==> src/rtl/core/drs_pkg.sv <==
// Package for the drum reversing sequencer.
// Holds phase and command codes, register indexes and shared types; no dependencies.
package drs_pkg;

	localparam int ELAPSED_W = 18;
	localparam logic [ELAPSED_W-1:0] ELAPSED_MAX = '1;

	typedef enum logic [2:0] {
		PH_STOPPED   = 3'd0,
		PH_FWD       = 3'd1,
		PH_PAUSE_REV = 3'd2,
		PH_REV       = 3'd3,
		PH_PAUSE_FWD = 3'd4
	} phase_t;

	localparam logic [1:0] KIND_TICK  = 2'd0;
	localparam logic [1:0] KIND_START = 2'd1;
	localparam logic [1:0] KIND_STOP  = 2'd2;

	localparam logic [1:0] DIR_STOP = 2'd0;
	localparam logic [1:0] DIR_FWD  = 2'd1;
	localparam logic [1:0] DIR_REV  = 2'd2;

	localparam logic [1:0] REG_FWD_SECS   = 2'd0;
	localparam logic [1:0] REG_REV_SECS   = 2'd1;
	localparam logic [1:0] REG_PAUSE_SECS = 2'd2;
	localparam logic [1:0] REG_MIN_PAUSE  = 2'd3;

	localparam logic [7:0]  RST_FWD_SECS   = 8'd45;
	localparam logic [7:0]  RST_REV_SECS   = 8'd45;
	localparam logic [7:0]  RST_PAUSE_SECS = 8'd5;
	localparam logic [15:0] RST_MIN_PAUSE  = 16'd1000;

	typedef struct packed {
		logic [ELAPSED_W-1:0] fwd_ticks;
		logic [ELAPSED_W-1:0] rev_ticks;
		logic [ELAPSED_W-1:0] pause_ticks;
	} dur_t;

endpackage

==> src/rtl/core/drs_cfg_regs.sv <==
// APB register file for the drum reversing sequencer.
// Holds the phase time registers and the phase durations in ticks; uses drs_pkg.
module drs_cfg_regs import drs_pkg::*; #(
	parameter int TICKS_PER_SECOND = 1000
) (
	input  logic        clk,
	input  logic        arst_n,
	input  logic        psel,
	input  logic        penable,
	input  logic        pwrite,
	input  logic [3:0]  paddr,
	input  logic [31:0] pwdata,
	output logic [31:0] prdata,
	output logic        pready,
	output dur_t        dur
);

	logic [7:0]  fwd_secs_q;
	logic [7:0]  rev_secs_q;
	logic [7:0]  pause_secs_q;
	logic [15:0] min_pause_q;
	dur_t        dur_q;
	logic        wr_en;
	logic [1:0]  reg_idx;
	logic [ELAPSED_W-1:0] pause_scaled;
	localparam logic [ELAPSED_W-1:0] TPS = ELAPSED_W'(TICKS_PER_SECOND);

	assign pready  = 1'b1;
	assign reg_idx = paddr[3:2];
	assign wr_en   = psel & penable & pwrite & pready;

	always_ff @(posedge clk or negedge arst_n) begin
		if (!arst_n) begin
			fwd_secs_q   <= RST_FWD_SECS;
			rev_secs_q   <= RST_REV_SECS;
			pause_secs_q <= RST_PAUSE_SECS;
			min_pause_q  <= RST_MIN_PAUSE;
		end else if (wr_en) begin
			unique case (reg_idx)
				REG_FWD_SECS:   fwd_secs_q   <= pwdata[7:0];
				REG_REV_SECS:   rev_secs_q   <= pwdata[7:0];
				REG_PAUSE_SECS: pause_secs_q <= pwdata[7:0];
				REG_MIN_PAUSE:  min_pause_q  <= pwdata[15:0];
				default:        ;
			endcase
		end
	end

	always_comb begin
		unique case (reg_idx)
			REG_FWD_SECS:   prdata = 32'(fwd_secs_q);
			REG_REV_SECS:   prdata = 32'(rev_secs_q);
			REG_PAUSE_SECS: prdata = 32'(pause_secs_q);
			REG_MIN_PAUSE:  prdata = 32'(min_pause_q);
			default:        prdata = '0;
		endcase
	end

	assign pause_scaled = ELAPSED_W'(pause_secs_q) * TPS;

	// durations are registered and follow the registers in the next cycle
	always_ff @(posedge clk or negedge arst_n) begin
		if (!arst_n) begin
			dur_q.fwd_ticks   <= ELAPSED_W'(RST_FWD_SECS) * TPS;
			dur_q.rev_ticks   <= ELAPSED_W'(RST_REV_SECS) * TPS;
			dur_q.pause_ticks <= (ELAPSED_W'(RST_PAUSE_SECS) * TPS < ELAPSED_W'(RST_MIN_PAUSE))
				? ELAPSED_W'(RST_MIN_PAUSE) : ELAPSED_W'(RST_PAUSE_SECS) * TPS;
		end else begin
			dur_q.fwd_ticks   <= ELAPSED_W'(fwd_secs_q) * TPS;
			dur_q.rev_ticks   <= ELAPSED_W'(rev_secs_q) * TPS;
			dur_q.pause_ticks <= (pause_scaled < ELAPSED_W'(min_pause_q))
				? ELAPSED_W'(min_pause_q) : pause_scaled;
		end
	end

	assign dur = dur_q;

endmodule

==> src/rtl/core/drum_reversing_sequencer.sv <==
// Drum reversing sequencer top level.
// Uses drs_pkg and drs_cfg_regs; runs the forward / pause / reverse / pause cycle.
//
// Usage:
//   Input stream (s_axis_*): one beat per millisecond tick or command.
//     tuser carries the kind (tick, start, stop), tdata bit 0 the door level.
//   Output stream (m_axis_*): exactly one status beat per input beat, in order.
//   APB port: four registers at 0x0, 0x4, 0x8, 0xC (forward, reverse and pause
//     seconds, minimum pause in ms). Write only while the stream is idle.
//   Order: an accepted beat is loaded into the input register, then into the
//     output register, from which it can be taken on m_axis.
//   Throughput: one beat per cycle while the receiver does not stall; the input
//     register and the output register each take a new beat whenever the stage after them advances.
//   Phase durations are taken from registers computed from the APB registers,
//     which follow a write in the next cycle.
//   Reset: phase stopped, not running, timer cleared, registers at their
//     defaults, both pipeline stages empty.
//   Receiver stall: the output beat holds; the input register fills behind it
//     and s_axis_tready drops until the output beat is taken.
module drum_reversing_sequencer import drs_pkg::*; #(
	parameter int TICKS_PER_SECOND = 1000
) (
	input  logic        clk,
	input  logic        arst_n,
	input  logic        s_axis_tvalid,
	output logic        s_axis_tready,
	input  logic [7:0]  s_axis_tdata,   // [0] door_closed, [7:1] zero
	input  logic [1:0]  s_axis_tuser,   // [1:0] kind
	output logic        m_axis_tvalid,
	input  logic        m_axis_tready,
	output logic [7:0]  m_axis_tdata,   // [1:0] direction, [2] running, [5:3] phase, [7:6] zero
	input  logic        psel,
	input  logic        penable,
	input  logic        pwrite,
	input  logic [3:0]  paddr,
	input  logic [31:0] pwdata,
	output logic [31:0] prdata,
	output logic        pready
);

	dur_t dur;

	logic       valid_s1;
	logic [1:0] kind_s1;
	logic       door_s1;
	logic       adv_s1;

	phase_t               phase_q, phase_d;
	logic                 active_q, active_d;
	logic [ELAPSED_W-1:0] elapsed_q, elapsed_d, elapsed_inc;
	logic [1:0]           dir_d;

	logic       out_valid_q;
	logic [7:0] out_data_q;

	drs_cfg_regs #(
		.TICKS_PER_SECOND(TICKS_PER_SECOND)
	) u_cfg (
		.clk     (clk),
		.arst_n  (arst_n),
		.psel    (psel),
		.penable (penable),
		.pwrite  (pwrite),
		.paddr   (paddr),
		.pwdata  (pwdata),
		.prdata  (prdata),
		.pready  (pready),
		.dur     (dur)
	);

	assign adv_s1        = valid_s1 & (~out_valid_q | m_axis_tready);
	assign s_axis_tready = ~valid_s1 | adv_s1;

	always_ff @(posedge clk or negedge arst_n) begin
		if (!arst_n) begin
			valid_s1 <= 1'b0;
		end else if (s_axis_tready) begin
			valid_s1 <= s_axis_tvalid;
		end
	end

	always_ff @(posedge clk) begin
		if (s_axis_tready && s_axis_tvalid) begin
			kind_s1 <= s_axis_tuser;
			door_s1 <= s_axis_tdata[0];
		end
	end

	assign elapsed_inc = (elapsed_q == ELAPSED_MAX) ? elapsed_q : elapsed_q + 1'b1;

	always_comb begin
		phase_d   = phase_q;
		active_d  = active_q;
		elapsed_d = elapsed_q;
		unique case (kind_s1)
			KIND_TICK: begin
				elapsed_d = elapsed_inc;
				if (!door_s1) begin
					if (active_q) begin
						active_d  = 1'b0;
						phase_d   = PH_STOPPED;
						elapsed_d = '0;
					end
				end else if (!active_q) begin
					if (phase_q != PH_STOPPED) begin
						phase_d   = PH_STOPPED;
						elapsed_d = '0;
					end
				end else begin
					unique case (phase_q)
						PH_STOPPED: begin
							phase_d   = PH_FWD;
							elapsed_d = '0;
						end
						PH_FWD: begin
							if (elapsed_inc >= dur.fwd_ticks) begin
								phase_d   = PH_PAUSE_REV;
								elapsed_d = '0;
							end
						end
						PH_PAUSE_REV: begin
							if (elapsed_inc >= dur.pause_ticks) begin
								phase_d   = PH_REV;
								elapsed_d = '0;
							end
						end
						PH_REV: begin
							if (elapsed_inc >= dur.rev_ticks) begin
								phase_d   = PH_PAUSE_FWD;
								elapsed_d = '0;
							end
						end
						PH_PAUSE_FWD: begin
							if (elapsed_inc >= dur.pause_ticks) begin
								phase_d   = PH_FWD;
								elapsed_d = '0;
							end
						end
						default: begin
							phase_d   = PH_STOPPED;
							elapsed_d = '0;
						end
					endcase
				end
			end
			KIND_START: begin
				if (!door_s1) begin
					active_d  = 1'b0;
					phase_d   = PH_STOPPED;
					elapsed_d = '0;
				end else if (!active_q) begin
					active_d  = 1'b1;
					phase_d   = PH_FWD;
					elapsed_d = '0;
				end
			end
			KIND_STOP: begin
				active_d  = 1'b0;
				phase_d   = PH_STOPPED;
				elapsed_d = '0;
			end
			default: ;
		endcase

		dir_d = DIR_STOP;
		if (active_d && phase_d == PH_FWD) begin
			dir_d = DIR_FWD;
		end else if (active_d && phase_d == PH_REV) begin
			dir_d = DIR_REV;
		end
	end

	always_ff @(posedge clk or negedge arst_n) begin
		if (!arst_n) begin
			phase_q   <= PH_STOPPED;
			active_q  <= 1'b0;
			elapsed_q <= '0;
		end else if (adv_s1) begin
			phase_q   <= phase_d;
			active_q  <= active_d;
			elapsed_q <= elapsed_d;
		end
	end

	always_ff @(posedge clk or negedge arst_n) begin
		if (!arst_n) begin
			out_valid_q <= 1'b0;
		end else if (adv_s1) begin
			out_valid_q <= 1'b1;
		end else if (m_axis_tready) begin
			out_valid_q <= 1'b0;
		end
	end

	always_ff @(posedge clk) begin
		if (adv_s1) begin
			out_data_q <= {2'b00, phase_d, active_d, dir_d};
		end
	end

	assign m_axis_tvalid = out_valid_q;
	assign m_axis_tdata  = out_data_q;

endmodule

==> config.mk <==
export PLATFORM = sky130hd
export DESIGN_NAME = drum_reversing_sequencer
export DESIGN_NICKNAME = d
export VERILOG_FILES = /design/src/rtl/core/drs_pkg.sv /design/src/rtl/core/drs_cfg_regs.sv /design/src/rtl/core/drum_reversing_sequencer.sv
export SDC_FILE = /design/constraint.sdc
export NUM_CORES = 1
export LEC_CHECK = 0
export BUFFER_PORTS_ARGS = -buffer_cell sky130_fd_sc_hd__buf_2
export CAP_MARGIN = 20
export CORE_MARGIN = 2
export CORE_UTILIZATION = 55
export CTS_BUF_LIST = sky130_fd_sc_hd__clkbuf_4 sky130_fd_sc_hd__clkbuf_8
export CTS_CLUSTER_DIAMETER = 60
export DETAILED_ROUTE_END_ITERATION = 8
export HOLD_SLACK_MARGIN = 0.05
export PLACE_DENSITY = 0.77
export SYNTH_ARGS = -nofsm -noshare
export SYNTH_HDL_FRONTEND = slang
export SYNTH_SLANG_ARGS = --single-unit
==> constraint.sdc <==
create_clock -name clk -period 5.81 [get_ports clk]
set_input_delay 0.581 -clock clk [delete_from_list [all_inputs] [get_ports clk]]
set_output_delay 0.581 -clock clk [all_outputs]
set_load 0.005 [all_outputs]
==> results.tsv <==
metric	value	unit
worstSkewPairLatency	0.46	ns
min_period	5.638	ns
ctsHtreeMaxLevel	4	
dp_hpwl	17780	µm
drive_above_1_share	0.2021	
antenna_cells	0	
skew	0.01394	ns
cp_max_fo	8	
root_buffer	clkbuf_8	
first_iter_violations	583	
cts_buffer_depth	2	
hold_path_class	in -> async	
syn-instance-count	1043	
grt_pass1_wl	37000	µm
synth_top_area_frac	0.2030	
postRouteAntennaNets	0	
ctsHoldBuffers	0	
dr_total_vias	7761	
cts.sinks	121	
antenna_found_initial	0	
async_reset_ff_frac	0.9256	
synthFlopType	dfrtp_1	
drc	0	
start_kind	flip-flop	
synth_cell_types	79	
timing.final.crit_share	0.9704	
fin_nets	1415	
grt_max_degree	66	
io_buffers	51	
slew_headroom	0.4738	
gp_congestion	0.8870	
status	finished clean	
rows	51	
numCtsBuffers	17	
grtUsageTotal	0.2275	
rr_worst_depth	21	
r2r_end	u_cfg.dur[6]	
chipHeight	144.4	µm
synth_edf_count	9	
drt-wirelength-per-cell	16.13	µm
core	0.01940	mm²
r2r-start	u_cfg.pause_secs_q[2]	
ys_seq_area_frac	0.2878	
grt_pass1_vias	7510	
vias_per_cell	5.552	
drv_slew	0	
place_ws	0.1510	ns
synth_area_per_cell	10.40	µm²
dieArea	0.02086	mm²
worstSetupPathType	reg -> reg	
synth_area	0.01085	mm²
synth-seq-cells	121	
synth_top_area_cell	ha_1	
synthTopCellsByArea	ha_1 (20%), dfrtp_1 (17%), fa_1 (12%)	
initial_core_util	0.5591	
r2r_setup_slack	0.17	ns
area_growth	9.678	%
first_pass_iters	5	
crit_arrival	5.98	ns
clkTransAtPathRegs	0.08	ns
tns	0	ns
die_x	144.4	µm
crit_required	6.15	ns
ios	96	
grt-ovfl-total	0	
worst_pin_slew	0.7892	ns
setup_violations	0	
cap_violations	0	
synth_warnings	0	
worst_slack	0.1722	ns
drt_wl_total	22550	µm
max_freq	0.1774	GHz
critPathCaptureType	flip-flop	
tritoncts	built	
finalHoldViolCount	0	
final_core_util	0.6133	
==> synthesized netlist by cell type (7+ instances only) <==
cell,n
ha_1,176
inv_1,145
nand2_1,81
dfrtp_1,73
fa_1,66
a21oi_1,42
dfstp_2,39
nor2_1,39
o21ai_0,38
xnor2_1,33
mux2_2,30
buf_4,20
nand3_1,19
nor3_1,16
o21ai_2,12
xor2_1,12
and4_1,11
nand3_2,10
nand4_1,10
a21o_1,9
a31oi_1,9
edfxtp_1,9
mux4_2,8
nor2b_1,8
and2_1,7
clkbuf_1,7
==> cell usage in the layout (no fill, tap or decap), drive strengths merged, types with 5 or more instances in the layout <==
cell | Yosys | layout
edfxtp | 9 | 9
nor3 | 16 | 16
nand2 | 81 | 81
nor2 | 39 | 39
a211oi | 5 | 5
nor4 | 6 | 6
o211ai | 5 | 5
o22ai | 5 | 5
inv | 145 | 153
mux2 | 36 | 36
a21oi | 43 | 43
and3 | 7 | 7
dfstp | 39 | 39
conb | 2 | 19
mux4 | 8 | 8
dfrtp | 73 | 73
clkbuf | 8 | 17
and4 | 14 | 14
xnor2 | 33 | 33
nor4b | 5 | 5
buf | 24 | 73
nand4 | 12 | 12
o21ai | 54 | 54
a21o | 10 | 10
fa | 66 | 66
nand3 | 29 | 29
and2 | 8 | 8
nand2b | 5 | 5
nor2b | 8 | 8
xor2 | 12 | 12
a31oi | 10 | 10
ha | 176 | 176
==> worst max-delay path by stage <==
stage / start / endpoint / slack, ns / depth (start not counted)
after floorplan: u_cfg.pause_secs_q[2] / u_cfg.dur[10] / 0.43 / 18
after global placement: u_cfg.pause_secs_q[2] / u_cfg.dur[4] / 0.27 / 18
after detailed placement: u_cfg.pause_secs_q[2] / u_cfg.dur[6] / 0.15 / 21
after CTS: u_cfg.pause_secs_q[2] / u_cfg.dur[6] / 0.14 / 21
after global routing: u_cfg.pause_secs_q[2] / u_cfg.dur[6] / -0.16 / 21
final: u_cfg.pause_secs_q[2] / u_cfg.dur[6] / 0.17 / 21
==> sequential cells by signal, summed over array words and instances, names as in the netlist <==
name	count
m_axis_tvalid	1
door_s1	1
u_cfg.pause_secs_q	8
active_q	1
u_cfg.rev_secs_q	8
phase_q	3
u_cfg.min_pause_q	16
m_axis_tdata	6
u_cfg.fwd_secs_q	8
u_cfg.dur	48
valid_s1	1
kind_s1	2
elapsed_q	18
==> final cells by class <==
type	instances	area (µm²)
Fill cell	1554	7502
Multi-Input combinational cell	762	7053
Sequential cell	121	3123
Inverter	145	544.3
Timing Repair Buffer	73	450.4
Tap cell	265	331.6
Clock buffer	17	234.0
Clock inverter	15	160.2
==> kinds of logic (layout without fill, tap and decap cells) <==
logic type	Yosys count	count (layout)	share of synthesized area
AO/OA/AOI/OAI	164	164	0.09955
XOR/XNOR	45	45	0.03634
adder cells (fa/ha/maj)	243	243	0.3258
buffers and inverters	177	250	0.07152
flip-flops	121	121	0.2878
multiplexers	47	47	0.05675
other	2	19	0.0006924
AND/OR/NAND/NOR	244	244	0.1216
==> repair_timing <==
action,CTS,global route
endpoints found under the hold margin,0,0
setup endpoints to repair,0,13
gates resized for setup,0,8
buffers inserted,0,7
==> worst max-delay path: stages, from the launching register on <==
cell,delay (ns)
dfstp_2,0.63
fa_1,0.47
inv_1,0.09
fa_1,0.44
fa_1,0.51
inv_1,0.05
fa_1,0.50
ha_4,0.30
o21ai_0,0.09
o21ai_0,0.24
a21oi_1,0.16
xnor2_2,0.22
ha_1,0.28
a21o_1,0.16
a21oi_1,0.14
nor2b_1,0.06
o21ai_0,0.15
nand2b_1,0.07
a21oi_1,0.16
nor4b_4,0.28
buf_6,0.19
mux2_2,0.34
==> per-layer routing <==
| metal | part of all wire | wire, µm | global-route usage | vias up |
|---|---|---|---|---|
| li1 | - | - | - | 3741 |
| met1 | 0.45 | 10090 | 0.3115 | 3788 |
| met2 | 0.48 | 10860 | 0.3672 | 189 |
| met3 | 0.044 | 1001 | 0.03477 | 43 |
| met4 | 0.027 | 598 | 0.08636 | 0 |
| met5 | 0 | 0 | 0 | - |
==> per-stage QoR <==
step | instance area, µm² | hold WS (ns) | cells
after floorplan | 10910 | 0.2854 | 1060
after global placement | 11370 | 0.4227 | 1358
after detailed placement | 11400 | 0.4268 | 1359
after CTS | 11800 | 0.1417 | 1391
after global routing | 11900 | 0.1792 | 1398
final | 11900 | 0.1250 | 1398
Power is not shown: default switching activity piles up to over one toggle a cycle in this logic, so the estimate is an artifact.
